--- config.mk ---
export PLATFORM = sky130hd
export DESIGN_NAME = servo_command_frame_decoder
export DESIGN_NICKNAME = d
export VERILOG_FILES = /design/src/hw/rtl/scfd_pkg.sv /design/src/hw/rtl/scfd_decode.sv /design/src/hw/rtl/servo_command_frame_decoder.sv
export VERILOG_INCLUDE_DIRS = /design/src /design/src/hw/rtl
export SDC_FILE = /design/constraint.sdc
export NUM_CORES = 1
export LEC_CHECK = 0
export BUFFER_PORTS_ARGS = -buffer_cell sky130_fd_sc_hd__buf_4
export CAP_MARGIN = 5
export CORE_UTILIZATION = 30
export DETAILED_ROUTE_END_ITERATION = 8
export PLACE_DENSITY = 0.54
export SKIP_LAST_GASP = 1
export SLEW_MARGIN = 10
export SYNTH_ARGS = -nofsm -noshare
export SYNTH_HDL_FRONTEND = slang
export SYNTH_HIERARCHICAL = 1
export SYNTH_SLANG_ARGS = --single-unit
--- constraint.sdc ---
create_clock -name clk -period 10.1 [get_ports clk]
set_input_delay 2.02 -clock clk [delete_from_list [all_inputs] [get_ports clk]]
set_output_delay 2.02 -clock clk [all_outputs]
set_load 0.03 [all_outputs]
--- src/hw/rtl/servo_command_frame_decoder_assert.svh ---
// ----------------------------------------------------------------------------
// Assertion macros for the servo command frame decoder
// Clocked implication checks used by the top-level RTL file.
// ----------------------------------------------------------------------------
`ifndef SERVO_COMMAND_FRAME_DECODER_ASSERT_SVH
`define SERVO_COMMAND_FRAME_DECODER_ASSERT_SVH

// Same-cycle implication, disabled while in reset.
`define SCFD_ASSERT_IMPL(label, clk, rst_n, ante, cons, msg) \
    label: assert property (@(posedge clk) disable iff (!rst_n) (ante) |-> (cons)) \
        else $error(msg);

// Next-cycle implication, disabled while in reset.
`define SCFD_ASSERT_NEXT(label, clk, rst_n, ante, cons, msg) \
    label: assert property (@(posedge clk) disable iff (!rst_n) (ante) |=> (cons)) \
        else $error(msg);

`endif

--- src/hw/rtl/scfd_pkg.sv ---
// ----------------------------------------------------------------------------
// scfd_pkg
// Types and constants of the servo command frame decoder.
// ----------------------------------------------------------------------------
package scfd_pkg;

    localparam int HEAD_DEPTH = 4;
    localparam int CFG_IDX_W  = 4;
    localparam int CFG_DATA_W = 10;
    localparam int OUT_DATA_W = 24;

    typedef enum logic [CFG_IDX_W-1:0] {
        REG_ANGLE_CENTRE  = 4'd0,
        REG_THUMB_INDEX   = 4'd1,
        REG_OTHER_FINGER  = 4'd2,
        REG_ARM_OFFSET    = 4'd3
    } cfg_reg_t;

    localparam logic [7:0] CH_SLASH   = 8'h2F;
    localparam logic [7:0] CH_ZERO    = 8'h30;
    localparam logic [7:0] CH_NINE    = 8'h39;
    localparam logic [7:0] CH_A       = 8'h41;
    localparam logic [7:0] CH_F       = 8'h46;
    localparam logic [7:0] CH_K       = 8'h4B;
    localparam logic [7:0] CH_L       = 8'h4C;
    localparam logic [7:0] CH_S       = 8'h53;
    localparam logic [7:0] CH_R       = 8'h52;

    localparam logic [2:0] ARM_CHANNEL = 3'd5;

    localparam logic [7:0] CENTRE_RST       = 8'd130;
    localparam logic [9:0] THUMB_INDEX_RST  = 10'd170;
    localparam logic [9:0] OTHER_FINGER_RST = 10'd150;
    localparam logic [9:0] ARM_OFFSET_RST   = 10'd170;

    typedef struct packed {
        logic [7:0] angle_centre;
        logic [9:0] thumb_index_offset;
        logic [9:0] other_finger_offset;
        logic [9:0] arm_offset;
    } cfg_t;

    typedef struct packed {
        logic enable_n;
        logic dir;
        logic led;
    } levels_t;

    typedef struct packed {
        logic        frame_done;
        logic        servo_update;
        logic [2:0]  servo_channel;
        logic [11:0] servo_compare;
        logic        servo_reset;
        logic        home_request;
        logic        frame_error;
    } result_t;

    typedef logic [7:0] head_t [HEAD_DEPTH];

endpackage

--- src/hw/rtl/scfd_decode.sv ---
// ----------------------------------------------------------------------------
// scfd_decode
// Frame gathering and command decode for one received byte.
// ----------------------------------------------------------------------------
module scfd_decode
    import scfd_pkg::*;
#(
    parameter int FRAME_BYTES = 10,
    localparam int CNT_W      = $clog2(FRAME_BYTES)
)
(
    input  logic [7:0]       rx_byte,
    input  logic [CNT_W-1:0] byte_count,
    input  head_t            head,
    input  cfg_t             cfg,
    input  levels_t          levels,
    output head_t            head_next,
    output logic [CNT_W-1:0] byte_count_next,
    output levels_t          levels_next,
    output result_t          result
);

    head_t       head_eff;
    logic [7:0]  cmd;
    logic        close;
    logic        digits_ok;
    logic [3:0]  d1;
    logic [3:0]  d2;
    logic [3:0]  d3;
    logic [9:0]  angle;
    logic [2:0]  chan;
    logic [9:0]  finger_off;
    logic [9:0]  centre_w;
    logic [9:0]  diff;

    // Merge the current byte into the head so a closing byte is decoded too.
    always_comb
    begin
        for (int i = 0; i < HEAD_DEPTH; i++)
        begin
            head_eff[i] = (byte_count == CNT_W'(i)) ? rx_byte : head[i];
        end
    end

    assign head_next = head_eff;
    assign cmd       = head_eff[0];
    assign close     = (rx_byte == CH_SLASH) || (byte_count >= CNT_W'(FRAME_BYTES - 1));
    assign byte_count_next = close ? '0 : byte_count + CNT_W'(1);

    assign digits_ok = (head_eff[1] >= CH_ZERO) && (head_eff[1] <= CH_NINE)
                    && (head_eff[2] >= CH_ZERO) && (head_eff[2] <= CH_NINE)
                    && (head_eff[3] >= CH_ZERO) && (head_eff[3] <= CH_NINE);

    assign d1 = 4'(head_eff[1] - CH_ZERO);
    assign d2 = 4'(head_eff[2] - CH_ZERO);
    assign d3 = 4'(head_eff[3] - CH_ZERO);
    assign angle = 10'(d1) * 10'd100 + 10'(d2) * 10'd10 + 10'(d3);

    assign chan       = 3'(cmd - CH_A);
    assign finger_off = (chan < 3'd2) ? cfg.thumb_index_offset : cfg.other_finger_offset;
    assign centre_w   = {2'b00, cfg.angle_centre};
    assign diff       = centre_w - angle;

    always_comb
    begin
        result      = '0;
        levels_next = levels;
        if (close)
        begin
            result.frame_done = 1'b1;
            if ((cmd >= CH_A) && (cmd <= CH_F))
            begin
                if (!digits_ok)
                begin
                    result.frame_error = 1'b1;
                end
                else if (chan == ARM_CHANNEL)
                begin
                    result.servo_update  = 1'b1;
                    result.servo_channel = ARM_CHANNEL;
                    result.servo_compare = {1'b0, angle, 1'b0} + 12'(cfg.arm_offset);
                end
                else if (angle > centre_w)
                begin
                    result.frame_error = 1'b1;
                end
                else
                begin
                    result.servo_update  = 1'b1;
                    result.servo_channel = chan;
                    result.servo_compare = {1'b0, diff, 1'b0} + 12'(finger_off);
                end
            end
            else if (cmd == CH_L)
            begin
                levels_next = '{enable_n: 1'b0, dir: 1'b1, led: 1'b0};
            end
            else if (cmd == CH_S)
            begin
                levels_next.led      = 1'b1;
                levels_next.enable_n = 1'b1;
            end
            else if (cmd == CH_R)
            begin
                levels_next.enable_n = 1'b0;
                levels_next.dir      = 1'b0;
            end
            else if (cmd == CH_K)
            begin
                result.servo_reset   = 1'b1;
                result.home_request  = 1'b1;
                levels_next.enable_n = 1'b1;
                levels_next.dir      = 1'b1;
            end
        end
    end

endmodule

--- src/hw/rtl/servo_command_frame_decoder.sv ---
// ----------------------------------------------------------------------------
// servo_command_frame_decoder
// Gathers received bytes into command frames and decodes servo and stepper
// commands, one result transfer per received byte.
//
// Channel  Direction  Signals                        Content
// s_*      in         s_tvalid s_tready s_tdata      received byte
// m_*      out        m_tvalid m_tready m_tdata      decoded result, tlast = frame_done
// cfg_*    in         cfg_valid cfg_ready            register index and write data
//
// One byte per cycle sustained while m_tready is high; each byte passes through the
// input register, the single decode stage and the result register.
// rst_n clears all valid flags and the byte count, sets all levels high and loads the cfg reset values.
// A stalled result register holds; the input register still takes one byte.
// cfg_ready is always high; writes are applied on the next edge.
// ----------------------------------------------------------------------------
module servo_command_frame_decoder
    import scfd_pkg::*;
#(
    parameter int FRAME_BYTES = 10
)
(
    input  logic                  clk,
    input  logic                  rst_n,
    input  logic                  s_tvalid,
    output logic                  s_tready,
    input  logic [7:0]            s_tdata,     // [7:0] rx_byte
    output logic                  m_tvalid,
    input  logic                  m_tready,
    output logic [OUT_DATA_W-1:0] m_tdata,     // [0] servo_update, [3:1] servo_channel,
                                               // [15:4] servo_compare, [16] servo_reset,
                                               // [17] home_request, [18] step_enable_n,
                                               // [19] step_dir, [20] led_level,
                                               // [21] frame_error, [23:22] zero
    output logic                  m_tlast,     // frame_done
    input  logic                  cfg_valid,
    output logic                  cfg_ready,
    input  logic [CFG_IDX_W-1:0]  cfg_index,
    input  logic [CFG_DATA_W-1:0] cfg_data
);

    localparam int CNT_W = $clog2(FRAME_BYTES);

    logic             in_valid_reg;
    logic [7:0]       in_byte_reg;
    logic             out_valid_reg;
    result_t          out_result_reg;
    levels_t          out_levels_reg;
    logic [CNT_W-1:0] byte_count_reg;
    logic [CNT_W-1:0] byte_count_next;
    head_t            head_reg;
    head_t            head_next;
    levels_t          levels_reg;
    levels_t          levels_next;
    cfg_t             cfg_reg;
    result_t          result_next;
    logic             advance;

    assign advance   = in_valid_reg && (!out_valid_reg || m_tready);
    assign s_tready  = !in_valid_reg || advance;
    assign cfg_ready = 1'b1;

    scfd_decode #(
        .FRAME_BYTES (FRAME_BYTES)
    ) u_decode (
        .rx_byte         (in_byte_reg),
        .byte_count      (byte_count_reg),
        .head            (head_reg),
        .cfg             (cfg_reg),
        .levels          (levels_reg),
        .head_next       (head_next),
        .byte_count_next (byte_count_next),
        .levels_next     (levels_next),
        .result          (result_next)
    );

    // Input register
    always_ff @(posedge clk or negedge rst_n)
    begin
        if (!rst_n)
        begin
            in_valid_reg <= 1'b0;
        end
        else if (s_tready)
        begin
            in_valid_reg <= s_tvalid;
        end
    end

    always_ff @(posedge clk)
    begin
        if (s_tvalid && s_tready)
        begin
            in_byte_reg <= s_tdata;
        end
    end

    // Frame state and result register
    always_ff @(posedge clk or negedge rst_n)
    begin
        if (!rst_n)
        begin
            out_valid_reg  <= 1'b0;
            byte_count_reg <= '0;
            levels_reg     <= '{enable_n: 1'b1, dir: 1'b1, led: 1'b1};
        end
        else
        begin
            if (advance)
            begin
                out_valid_reg  <= 1'b1;
                byte_count_reg <= byte_count_next;
                levels_reg     <= levels_next;
            end
            else if (m_tready)
            begin
                out_valid_reg <= 1'b0;
            end
        end
    end

    always_ff @(posedge clk)
    begin
        if (advance)
        begin
            head_reg       <= head_next;
            out_result_reg <= result_next;
            out_levels_reg <= levels_next;
        end
    end

    // Configuration registers
    always_ff @(posedge clk or negedge rst_n)
    begin
        if (!rst_n)
        begin
            cfg_reg <= '{angle_centre:        CENTRE_RST,
                         thumb_index_offset:  THUMB_INDEX_RST,
                         other_finger_offset: OTHER_FINGER_RST,
                         arm_offset:          ARM_OFFSET_RST};
        end
        else if (cfg_valid && cfg_ready)
        begin
            case (cfg_index)
                REG_ANGLE_CENTRE: cfg_reg.angle_centre        <= cfg_data[7:0];
                REG_THUMB_INDEX:  cfg_reg.thumb_index_offset  <= cfg_data;
                REG_OTHER_FINGER: cfg_reg.other_finger_offset <= cfg_data;
                REG_ARM_OFFSET:   cfg_reg.arm_offset          <= cfg_data;
                default:          ;
            endcase
        end
    end

    assign m_tvalid = out_valid_reg;
    assign m_tlast  = out_result_reg.frame_done;
    assign m_tdata  = {2'b00,
                       out_result_reg.frame_error,
                       out_levels_reg.led,
                       out_levels_reg.dir,
                       out_levels_reg.enable_n,
                       out_result_reg.home_request,
                       out_result_reg.servo_reset,
                       out_result_reg.servo_compare,
                       out_result_reg.servo_channel,
                       out_result_reg.servo_update};

`include "servo_command_frame_decoder_assert.svh"

    `SCFD_ASSERT_IMPL(a_flags_need_frame_end, clk, rst_n,
        out_valid_reg && !out_result_reg.frame_done,
        !out_result_reg.servo_update && !out_result_reg.servo_reset && !out_result_reg.frame_error,
        "command flags set on a byte that did not close a frame")
    `SCFD_ASSERT_IMPL(a_update_excludes_error, clk, rst_n,
        out_valid_reg && out_result_reg.servo_update,
        !out_result_reg.frame_error && (out_result_reg.servo_channel <= ARM_CHANNEL),
        "servo update with error or bad channel")
    `SCFD_ASSERT_IMPL(a_count_in_range, clk, rst_n,
        1'b1,
        byte_count_reg <= CNT_W'(FRAME_BYTES - 1),
        "byte count beyond frame length")
    `SCFD_ASSERT_NEXT(a_count_clears_on_close, clk, rst_n,
        advance && result_next.frame_done,
        byte_count_reg == '0,
        "byte count not cleared after frame end")

endmodule
==> metrics.txt, run 1 <==
# TYPE chip_impl_metric gauge
chip_impl_info{name="commonest_cells_after_routing_fill_and_taps_aside",value="65 x sky130_fd_sc_hd__ha_1, 63 x sky130_fd_sc_hd__edfxtp_1, 57 x sky130_fd_sc_hd__mux2_2"} 1
chip_impl_metric{name="post_cts_hold_buffer_count",unit=""} 0
chip_impl_metric{name="fin_worst_skew",unit="ps"} 7.72
chip_impl_metric{name="io_pins",unit=""} 55
chip_impl_metric{name="tightest_slew",unit="ps"} 970
chip_impl_metric{name="grt_usage",unit=""} 0.130
chip_impl_info{name="hold-path-endpoint",value="cfg_reg[13]$_DFFE_PN0P_"} 1
chip_impl_metric{name="timing.setup.tns",unit="ps"} 0
chip_impl_metric{name="grt_pass1_wl",unit="um"} 24100
chip_impl_metric{name="synth_area_per_cell",unit="um2"} 12.1
chip_impl_metric{name="max-slew-margin-rel",unit=""} 0.353
chip_impl_metric{name="post_synth_inst_count",unit=""} 578
chip_impl_metric{name="grt_remaining_overflow",unit=""} 0
chip_impl_info{name="worst_path_dominant_cell_family",value="adder cells"} 1
chip_impl_metric{name="ys_seq_elements",unit=""} 110
chip_impl_metric{name="hpwlAfterDp",unit="um"} 11400
chip_impl_metric{name="post-route-period-util",unit=""} 0.688
chip_impl_metric{name="cts_buffers",unit=""} 9
chip_impl_info{name="cts_root_buffer",value="sky130_fd_sc_hd__clkbuf_16"} 1
chip_impl_metric{name="post_cts.resized_instances",unit=""} 0
chip_impl_metric{name="synthDistinctLibCells",unit=""} 68
chip_impl_metric{name="seq_area_frac_synth",unit=""} 0.442
chip_impl_metric{name="worstHoldPathCells",unit=""} 1
chip_impl_metric{name="start_util",unit=""} 0.307
chip_impl_metric{name="post_cts.repair.setup_buffers",unit=""} 0
chip_impl_metric{name="n_fill_cell",unit=""} 2226
chip_impl_metric{name="numClockSinks",unit=""} 110
chip_impl_metric{name="cell_area_after_synthesis",unit="um2"} 7000
chip_impl_metric{name="num_vias",unit=""} 4425
chip_impl_metric{name="cts.htree.levels",unit=""} 3
chip_impl_info{name="cts_tree",value="yes"} 1
chip_impl_metric{name="clkTransAtPathRegs",unit="ps"} 70
chip_impl_metric{name="drt_iter0_markers",unit=""} 187
chip_impl_metric{name="gp_congestion",unit=""} 0.858
chip_impl_metric{name="grt_start_max_net_pins",unit=""} 48
chip_impl_metric{name="first_global_vias",unit=""} 4652
chip_impl_metric{name="number_of_drc_violations_after_detailed_routing",unit=""} 0
chip_impl_metric{name="worstPathBufferInverterCount",unit=""} 5
chip_impl_metric{name="upper_clock_frequency_limit",unit="MHz"} 144
chip_impl_metric{name="layoutNonFillerInstCount",unit=""} 948
chip_impl_metric{name="chip_height",unit="um"} 155
chip_impl_metric{name="drive_above_1_share",unit=""} 0.282
chip_impl_metric{name="clock_latency_of_the_later_clocked_register_in_the_worst_skew_pair",unit="ps"} 360
chip_impl_metric{name="fin_nets",unit=""} 730
chip_impl_metric{name="critPathMaxFanout",unit=""} 8
chip_impl_info{name="grt_setup_unrepaired",value="false"} 1
chip_impl_metric{name="drtPass1Iterations",unit=""} 6
chip_impl_metric{name="dieArea",unit="um2"} 23900
chip_impl_info{name="cp_slowest_cell",value="sky130_fd_sc_hd__nor3b_2"} 1
chip_impl_info{name="layout.cells.most_common",value="sky130_fd_sc_hd__ha_1"} 1
chip_impl_info{name="timing.critical_path.from_type",value="register"} 1
chip_impl_metric{name="drt-vias-per-instance",unit=""} 4.67
chip_impl_metric{name="r2r_setup_slack",unit="ps"} 3150
chip_impl_metric{name="final-setup-viol-count",unit=""} 0
chip_impl_metric{name="post-route-min-period",unit="ps"} 6950
chip_impl_metric{name="critical_path_required",unit="ps"} 10170
chip_impl_info{name="cp-end-kind",value="register"} 1
chip_impl_metric{name="detailed_route_wire_length_per_cell",unit="um"} 15.6
chip_impl_metric{name="reg2regPathDepth",unit=""} 27
chip_impl_metric{name="yosysWarnings",unit=""} 6
chip_impl_info{name="critical_path.reg2reg.endpoint",value="m_tdata[14]$_DFFE_PP_"} 1
chip_impl_metric{name="drt.antenna.violating_nets",unit=""} 0
chip_impl_metric{name="timing.max_cap.violations",unit=""} 0
chip_impl_info{name="worst_hold_path_type",value="reg -> reg"} 1
chip_impl_metric{name="drt-total-wl",unit="um"} 14700
chip_impl_info{name="worst-setup-path-type",value="reg -> reg"} 1
chip_impl_info{name="outcome",value="completed"} 1
chip_impl_metric{name="dieWidth",unit="um"} 155
chip_impl_metric{name="clk_path_buf_depth",unit=""} 2
chip_impl_metric{name="report.final.slew_viol_count",unit=""} 0
chip_impl_metric{name="buffer_ports.inserted",unit=""} 51
chip_impl_metric{name="synth_enable_flop_cells",unit=""} 63
chip_impl_metric{name="placement_rows",unit=""} 55
chip_impl_info{name="worst_path_most_repeated_cell",value="sky130_fd_sc_hd__ha_1"} 1
chip_impl_metric{name="core",unit="um2"} 22800
chip_impl_metric{name="numPlacedInstances",unit=""} 932
chip_impl_metric{name="slowest_delay",unit="ps"} 600
chip_impl_info{name="timing.hold.worst.start",value="cfg_reg[13]$_DFFE_PN0P_"} 1
chip_impl_metric{name="crit_path_dat",unit="ps"} 7020
chip_impl_metric{name="diodes",unit=""} 0
chip_impl_metric{name="flow.area_growth_from_synthesis",unit="%"} 14.4
chip_impl_metric{name="antenna_violations_before_repair",unit=""} 0
chip_impl_metric{name="timing.final.hold_violations",unit=""} 0
chip_impl_info{name="critical_path.reg2reg.startpoint",value="byte_count_reg[0]$_DFFE_PN0P_"} 1
chip_impl_metric{name="largest_reg_flops",unit=""} 38
chip_impl_metric{name="async_reset_ff_frac",unit=""} 0.427
chip_impl_info{name="synth_flop_cell",value="sky130_fd_sc_hd__edfxtp_1"} 1
==> per-layer routing <==
layer	track usage	vias to the layer above	routed length, um
met2	0.216	74	7110
met4	0.0453	0	325
met1	0.165	2157	6870
met3	0.0286	23	441
li1	-	2171	-
met5	0	-	0
==> kinds of logic (layout without fill, tap and decap cells) <==
group / Yosys count / after routing / synth area share
AOI/OAI and AO/OA: 83 / 83 / 0.0842
xor gates and xnor gates: 25 / 25 / 0.0313
adders and majority gates: 73 / 73 / 0.139
buffers and inverters: 71 / 127 / 0.0456
DFF: 110 / 110 / 0.442
muxes: 88 / 88 / 0.146
other: 2 / 3 / 0.00107
and+or+nand+nor: 126 / 126 / 0.112
==> worst max path at each step <==
| stage | startpoint | depth (start not counted) | endpoint | slack (ps) |
|---|---|---|---|---|
| floorplan | byte_count_reg[0]$_DFFE_PN0P_ | 28 | m_tdata[14]$_DFFE_PP_ | 4140 |
| global placement | byte_count_reg[0]$_DFFE_PN0P_ | 27 | m_tdata[14]$_DFFE_PP_ | 3450 |
| detailed placement | byte_count_reg[0]$_DFFE_PN0P_ | 27 | m_tdata[14]$_DFFE_PP_ | 3160 |
| CTS | byte_count_reg[0]$_DFFE_PN0P_ | 27 | m_tdata[14]$_DFFE_PP_ | 3140 |
| global route | byte_count_reg[0]$_DFFE_PN0P_ | 27 | m_tdata[14]$_DFFE_PP_ | 2670 |
| finish | byte_count_reg[0]$_DFFE_PN0P_ | 27 | m_tdata[14]$_DFFE_PP_ | 3150 |
==> stage by stage <==
step / util / instance area, um2 / hold WS [ps] / setup slack, ps
6_report: 0.351 / 8000 / 503 / 3150
5_1_grt: 0.351 / 8000 / 538 / 2670
4_1_cts: 0.351 / 8000 / 509 / 3140
3_5_place_dp: 0.338 / 7700 / 491 / 3160
3_3_place_gp: 0.338 / 7700 / 473 / 3450
2_1_floorplan: - / 7000 / 457 / 4140
==> cell usage after synthesis (3+ instances only) <==
cell,number,area (um2)
sky130_fd_sc_hd__fa_1,8,160
sky130_fd_sc_hd__nor2b_1,13,81.3
sky130_fd_sc_hd__o21a_1,4,30.0
sky130_fd_sc_hd__xor2_1,6,52.6
sky130_fd_sc_hd__nand2b_1,6,37.5
sky130_fd_sc_hd__buf_6,4,45.0
sky130_fd_sc_hd__nand3b_1,3,22.5
sky130_fd_sc_hd__dfrtp_1,30,751
sky130_fd_sc_hd__nand2_1,24,90.1
sky130_fd_sc_hd__buf_2,3,15.0
sky130_fd_sc_hd__a21o_1,3,22.5
sky130_fd_sc_hd__nand4_1,3,18.8
sky130_fd_sc_hd__o21ai_0,18,90.1
sky130_fd_sc_hd__nor3b_1,7,52.6
sky130_fd_sc_hd__edfxtp_1,63,1890
sky130_fd_sc_hd__o31a_1,4,35.0
sky130_fd_sc_hd__xnor2_1,19,166
sky130_fd_sc_hd__nor2_1,32,120
sky130_fd_sc_hd__a21oi_1,27,135
sky130_fd_sc_hd__mux2i_1,16,160
sky130_fd_sc_hd__mux2_4,12,180
sky130_fd_sc_hd__nand3_1,7,35.0
sky130_fd_sc_hd__nor3_1,5,25.0
sky130_fd_sc_hd__mux2_2,57,642
sky130_fd_sc_hd__a211oi_1,4,30.0
sky130_fd_sc_hd__buf_4,5,37.5
sky130_fd_sc_hd__dfstp_2,17,447
sky130_fd_sc_hd__and3_1,4,25.0
sky130_fd_sc_hd__inv_1,57,214
sky130_fd_sc_hd__ha_1,65,813
==> area by class of cell <==
type	count	area, um2	share of cell area
Clock buffer	11	264	0.0330
Clock inverter	5	38.8	0.00485
Timing Repair Buffer	54	405	0.0507
Sequential cell	110	3090	0.386
Tap cell	313	392	0.0489
Multi-Input combinational cell	398	3600	0.450
Inverter	57	214	0.0267
Power of run 1 is left out: the tool's default activity adds up to more than one toggle a clock period on the data nets, which glitch-free logic cannot reach.
==> inputs of run 2 (changes only) <==
PLACE_DENSITY = 0.55   (was 0.54)
clock period = 6.3 ns   (was 10.1 ns; I/O delays follow)
==> run 2 against run 1 <==
Net effect: sequential share of layout area is 0.85 points lower; clock skew is 1.2 ps lower; setup slack worse by 2800 ps; die area stayed put; critical path type unchanged; count of clock-buffer cells in the layout is 1 higher; utilization is 0.80 points higher; largest cell class unchanged; highest routed layer unchanged.
==> metrics.txt, run 2 (same netlist as run 1, synthesis figures left out) <==
# TYPE chip_impl_metric gauge
chip_impl_info{name="outcome",value="completed"} 1
chip_impl_metric{name="report.final.slew_viol_count",unit=""} 0
chip_impl_info{name="worst_path_dominant_cell_family",value="adder cells"} 1
chip_impl_info{name="worst-setup-path-type",value="reg -> reg"} 1
chip_impl_metric{name="drt-vias-per-instance",unit=""} 4.71
chip_impl_metric{name="diodes",unit=""} 0
chip_impl_metric{name="gp_congestion",unit=""} 0.791
chip_impl_metric{name="clock_latency_of_the_later_clocked_register_in_the_worst_skew_pair",unit="ps"} 360
chip_impl_metric{name="worst-path-stages",unit=""} 28
chip_impl_metric{name="finish.utilization",unit=""} 0.359
chip_impl_info{name="timing.critical_path.from_type",value="register"} 1
chip_impl_metric{name="grt_start_max_net_pins",unit=""} 48
chip_impl_metric{name="placement_rows",unit=""} 55
chip_impl_metric{name="grt_use_met1",unit=""} 0.164
chip_impl_metric{name="antenna_violations_before_repair",unit=""} 0
chip_impl_metric{name="layoutNonFillerInstCount",unit=""} 960
chip_impl_info{name="layout.cells.most_common",value="sky130_fd_sc_hd__buf_4"} 1
chip_impl_metric{name="hold_ws",unit="ps"} 507
chip_impl_metric{name="hpwlAfterDp",unit="um"} 11300
chip_impl_metric{name="max-slew-margin-rel",unit=""} 0.396
chip_impl_metric{name="dieWidth",unit="um"} 155
chip_impl_metric{name="numClockSinks",unit=""} 110
chip_impl_metric{name="cts_buffers",unit=""} 9
chip_impl_metric{name="start_util",unit=""} 0.307
chip_impl_metric{name="drt-total-wl",unit="um"} 14900
chip_impl_metric{name="number_of_drc_violations_after_detailed_routing",unit=""} 0
chip_impl_metric{name="grt_usage",unit=""} 0.129
chip_impl_metric{name="drt.antenna.violating_nets",unit=""} 0
chip_impl_metric{name="critPathMaxFanout",unit=""} 7
chip_impl_metric{name="grt_remaining_overflow",unit=""} 0
chip_impl_metric{name="io_pins",unit=""} 55
chip_impl_info{name="grt_busiest_layer",value="met2"} 1
chip_impl_metric{name="final-setup-viol-count",unit=""} 0
chip_impl_metric{name="grt_util_met2",unit=""} 0.222
chip_impl_metric{name="numPlacedInstances",unit=""} 939
chip_impl_metric{name="gr-usage-met3",unit=""} 0.0269
chip_impl_metric{name="drt_iter0_markers",unit=""} 195
chip_impl_info{name="cts_root_buffer",value="sky130_fd_sc_hd__clkbuf_16"} 1
chip_impl_metric{name="chip_height",unit="um"} 155
chip_impl_metric{name="num_vias",unit=""} 4519
chip_impl_metric{name="core",unit="um2"} 22800
chip_impl_metric{name="cts.htree.levels",unit=""} 3
chip_impl_metric{name="grt_pass1_wl",unit="um"} 24200
chip_impl_metric{name="flow.area_growth_from_synthesis",unit="%"} 17.0
chip_impl_metric{name="worstHoldPathCells",unit=""} 1
chip_impl_metric{name="detailed_route_wire_length_per_cell",unit="um"} 15.5
chip_impl_info{name="worst_path_most_repeated_cell",value="sky130_fd_sc_hd__ha_1"} 1
chip_impl_metric{name="worstPathBufferInverterCount",unit=""} 6
chip_impl_metric{name="largest_reg_flops",unit=""} 38
chip_impl_metric{name="clk_path_buf_depth",unit=""} 2
chip_impl_metric{name="drtPass1Iterations",unit=""} 4
chip_impl_metric{name="slowest_delay",unit="ps"} 470
chip_impl_metric{name="critical_path_required",unit="ps"} 6490
chip_impl_info{name="cp-end-kind",value="register"} 1
chip_impl_metric{name="timing.max_cap.violations",unit=""} 0
chip_impl_metric{name="fin_worst_skew",unit="ps"} 6.48
chip_impl_metric{name="buffer_ports.inserted",unit=""} 51
chip_impl_metric{name="clkTransAtPathRegs",unit="ps"} 70
chip_impl_info{name="commonest_cells_after_routing_fill_and_taps_aside",value="65 x sky130_fd_sc_hd__buf_4, 64 x sky130_fd_sc_hd__ha_1, 63 x sky130_fd_sc_hd__edfxtp_1"} 1
chip_impl_metric{name="reg2regPathDepth",unit=""} 28
chip_impl_info{name="cts_tree",value="yes"} 1
chip_impl_metric{name="drive_above_1_share",unit=""} 0.306
chip_impl_metric{name="fin_nets",unit=""} 742
chip_impl_metric{name="crit_path_dat",unit="ps"} 6180
chip_impl_metric{name="timing.final.hold_violations",unit=""} 0
chip_impl_info{name="cp_slowest_cell",value="sky130_fd_sc_hd__fa_1"} 1
chip_impl_metric{name="dieArea",unit="um2"} 23900
chip_impl_metric{name="tightest_slew",unit="ps"} 906
chip_impl_metric{name="timing.setup.tns",unit="ps"} 0
chip_impl_metric{name="first_global_vias",unit=""} 4750
chip_impl_metric{name="post-route-min-period",unit="ps"} 5990
chip_impl_metric{name="upper_clock_frequency_limit",unit="MHz"} 167
chip_impl_metric{name="post-route-period-util",unit=""} 0.951
chip_impl_info{name="worst_hold_path_type",value="reg -> reg"} 1
-- run 2: path summary, 6_finish.rpt --
check | from | endpoint | slack, ps
setup / recovery | byte_count_reg[0]$_DFFE_PN0P_ | m_tdata[14]$_DFFE_PP_ | 310
hold / removal | cfg_reg[24]$_DFFE_PN0P_ | cfg_reg[24]$_DFFE_PN0P_ | 510
setup reg to reg | byte_count_reg[0]$_DFFE_PN0P_ | m_tdata[14]$_DFFE_PP_ | 310
hold reg to reg | cfg_reg[24]$_DFFE_PN0P_ | cfg_reg[24]$_DFFE_PN0P_ | 510
max in group asynchronous | rst_n | byte_count_reg[0]$_DFFE_PN0P_ | 4950
min in group asynchronous | rst_n | cfg_reg[30]$_DFFE_PN0P_ | 910
-- run 2: final cells by class --
type	instances	area [um2]
Clock buffer	12	289
Clock inverter	4	56.3
Fill cell	2226	14600
Inverter	57	214
Multi-Input combinational cell	398	3640
Sequential cell	110	3090
Tap cell	313	392
Timing Repair Buffer	66	499
-- run 2: worst register-to-register path, delay by kind of cell (launching register included) --
kind / cells / cell delay, ps
AOI/OAI and AO/OA: 5 / 1050
muxes: 1 / 250
xor gates and xnor gates: 2 / 270
buffers and inverters: 6 / 540
adders and majority gates: 8 / 2160
DFF: 1 / 440
and+or+nand+nor: 6 / 1110
-- run 2: through the flow --
| stage | instance area (um2) | worst slack, ps |
|---|---|---|
| 2_1_floorplan | 7000 | 337 |
| 3_3_place_gp | 7750 | 261 |
| 3_5_place_dp | 7750 | -12.9 |
| 4_1_cts | 8100 | 59.7 |
| 5_1_grt | 8180 | -44.8 |
| 6_report | 8180 | 311 |
-- run 2: repair_timing --
action | CTS | global route
pin swaps | 0 | 1
setup endpoints to repair | 1 | 3
endpoints found under the hold margin | 0 | 0
hold buffers | 0 | 0
buffers inserted | 0 | 5
resized for setup | 1 | 9
-- run 2: routing by layer --
| metal | part of all wire | wire length, um |
|---|---|---|
| met2 | 0.49 | 7320 |
| met1 | 0.47 | 6930 |
| met3 | 0.027 | 400 |
| met5 | 0 | 0 |
| met4 | 0.017 | 247 |
Power of run 2 is left out for the same reason.
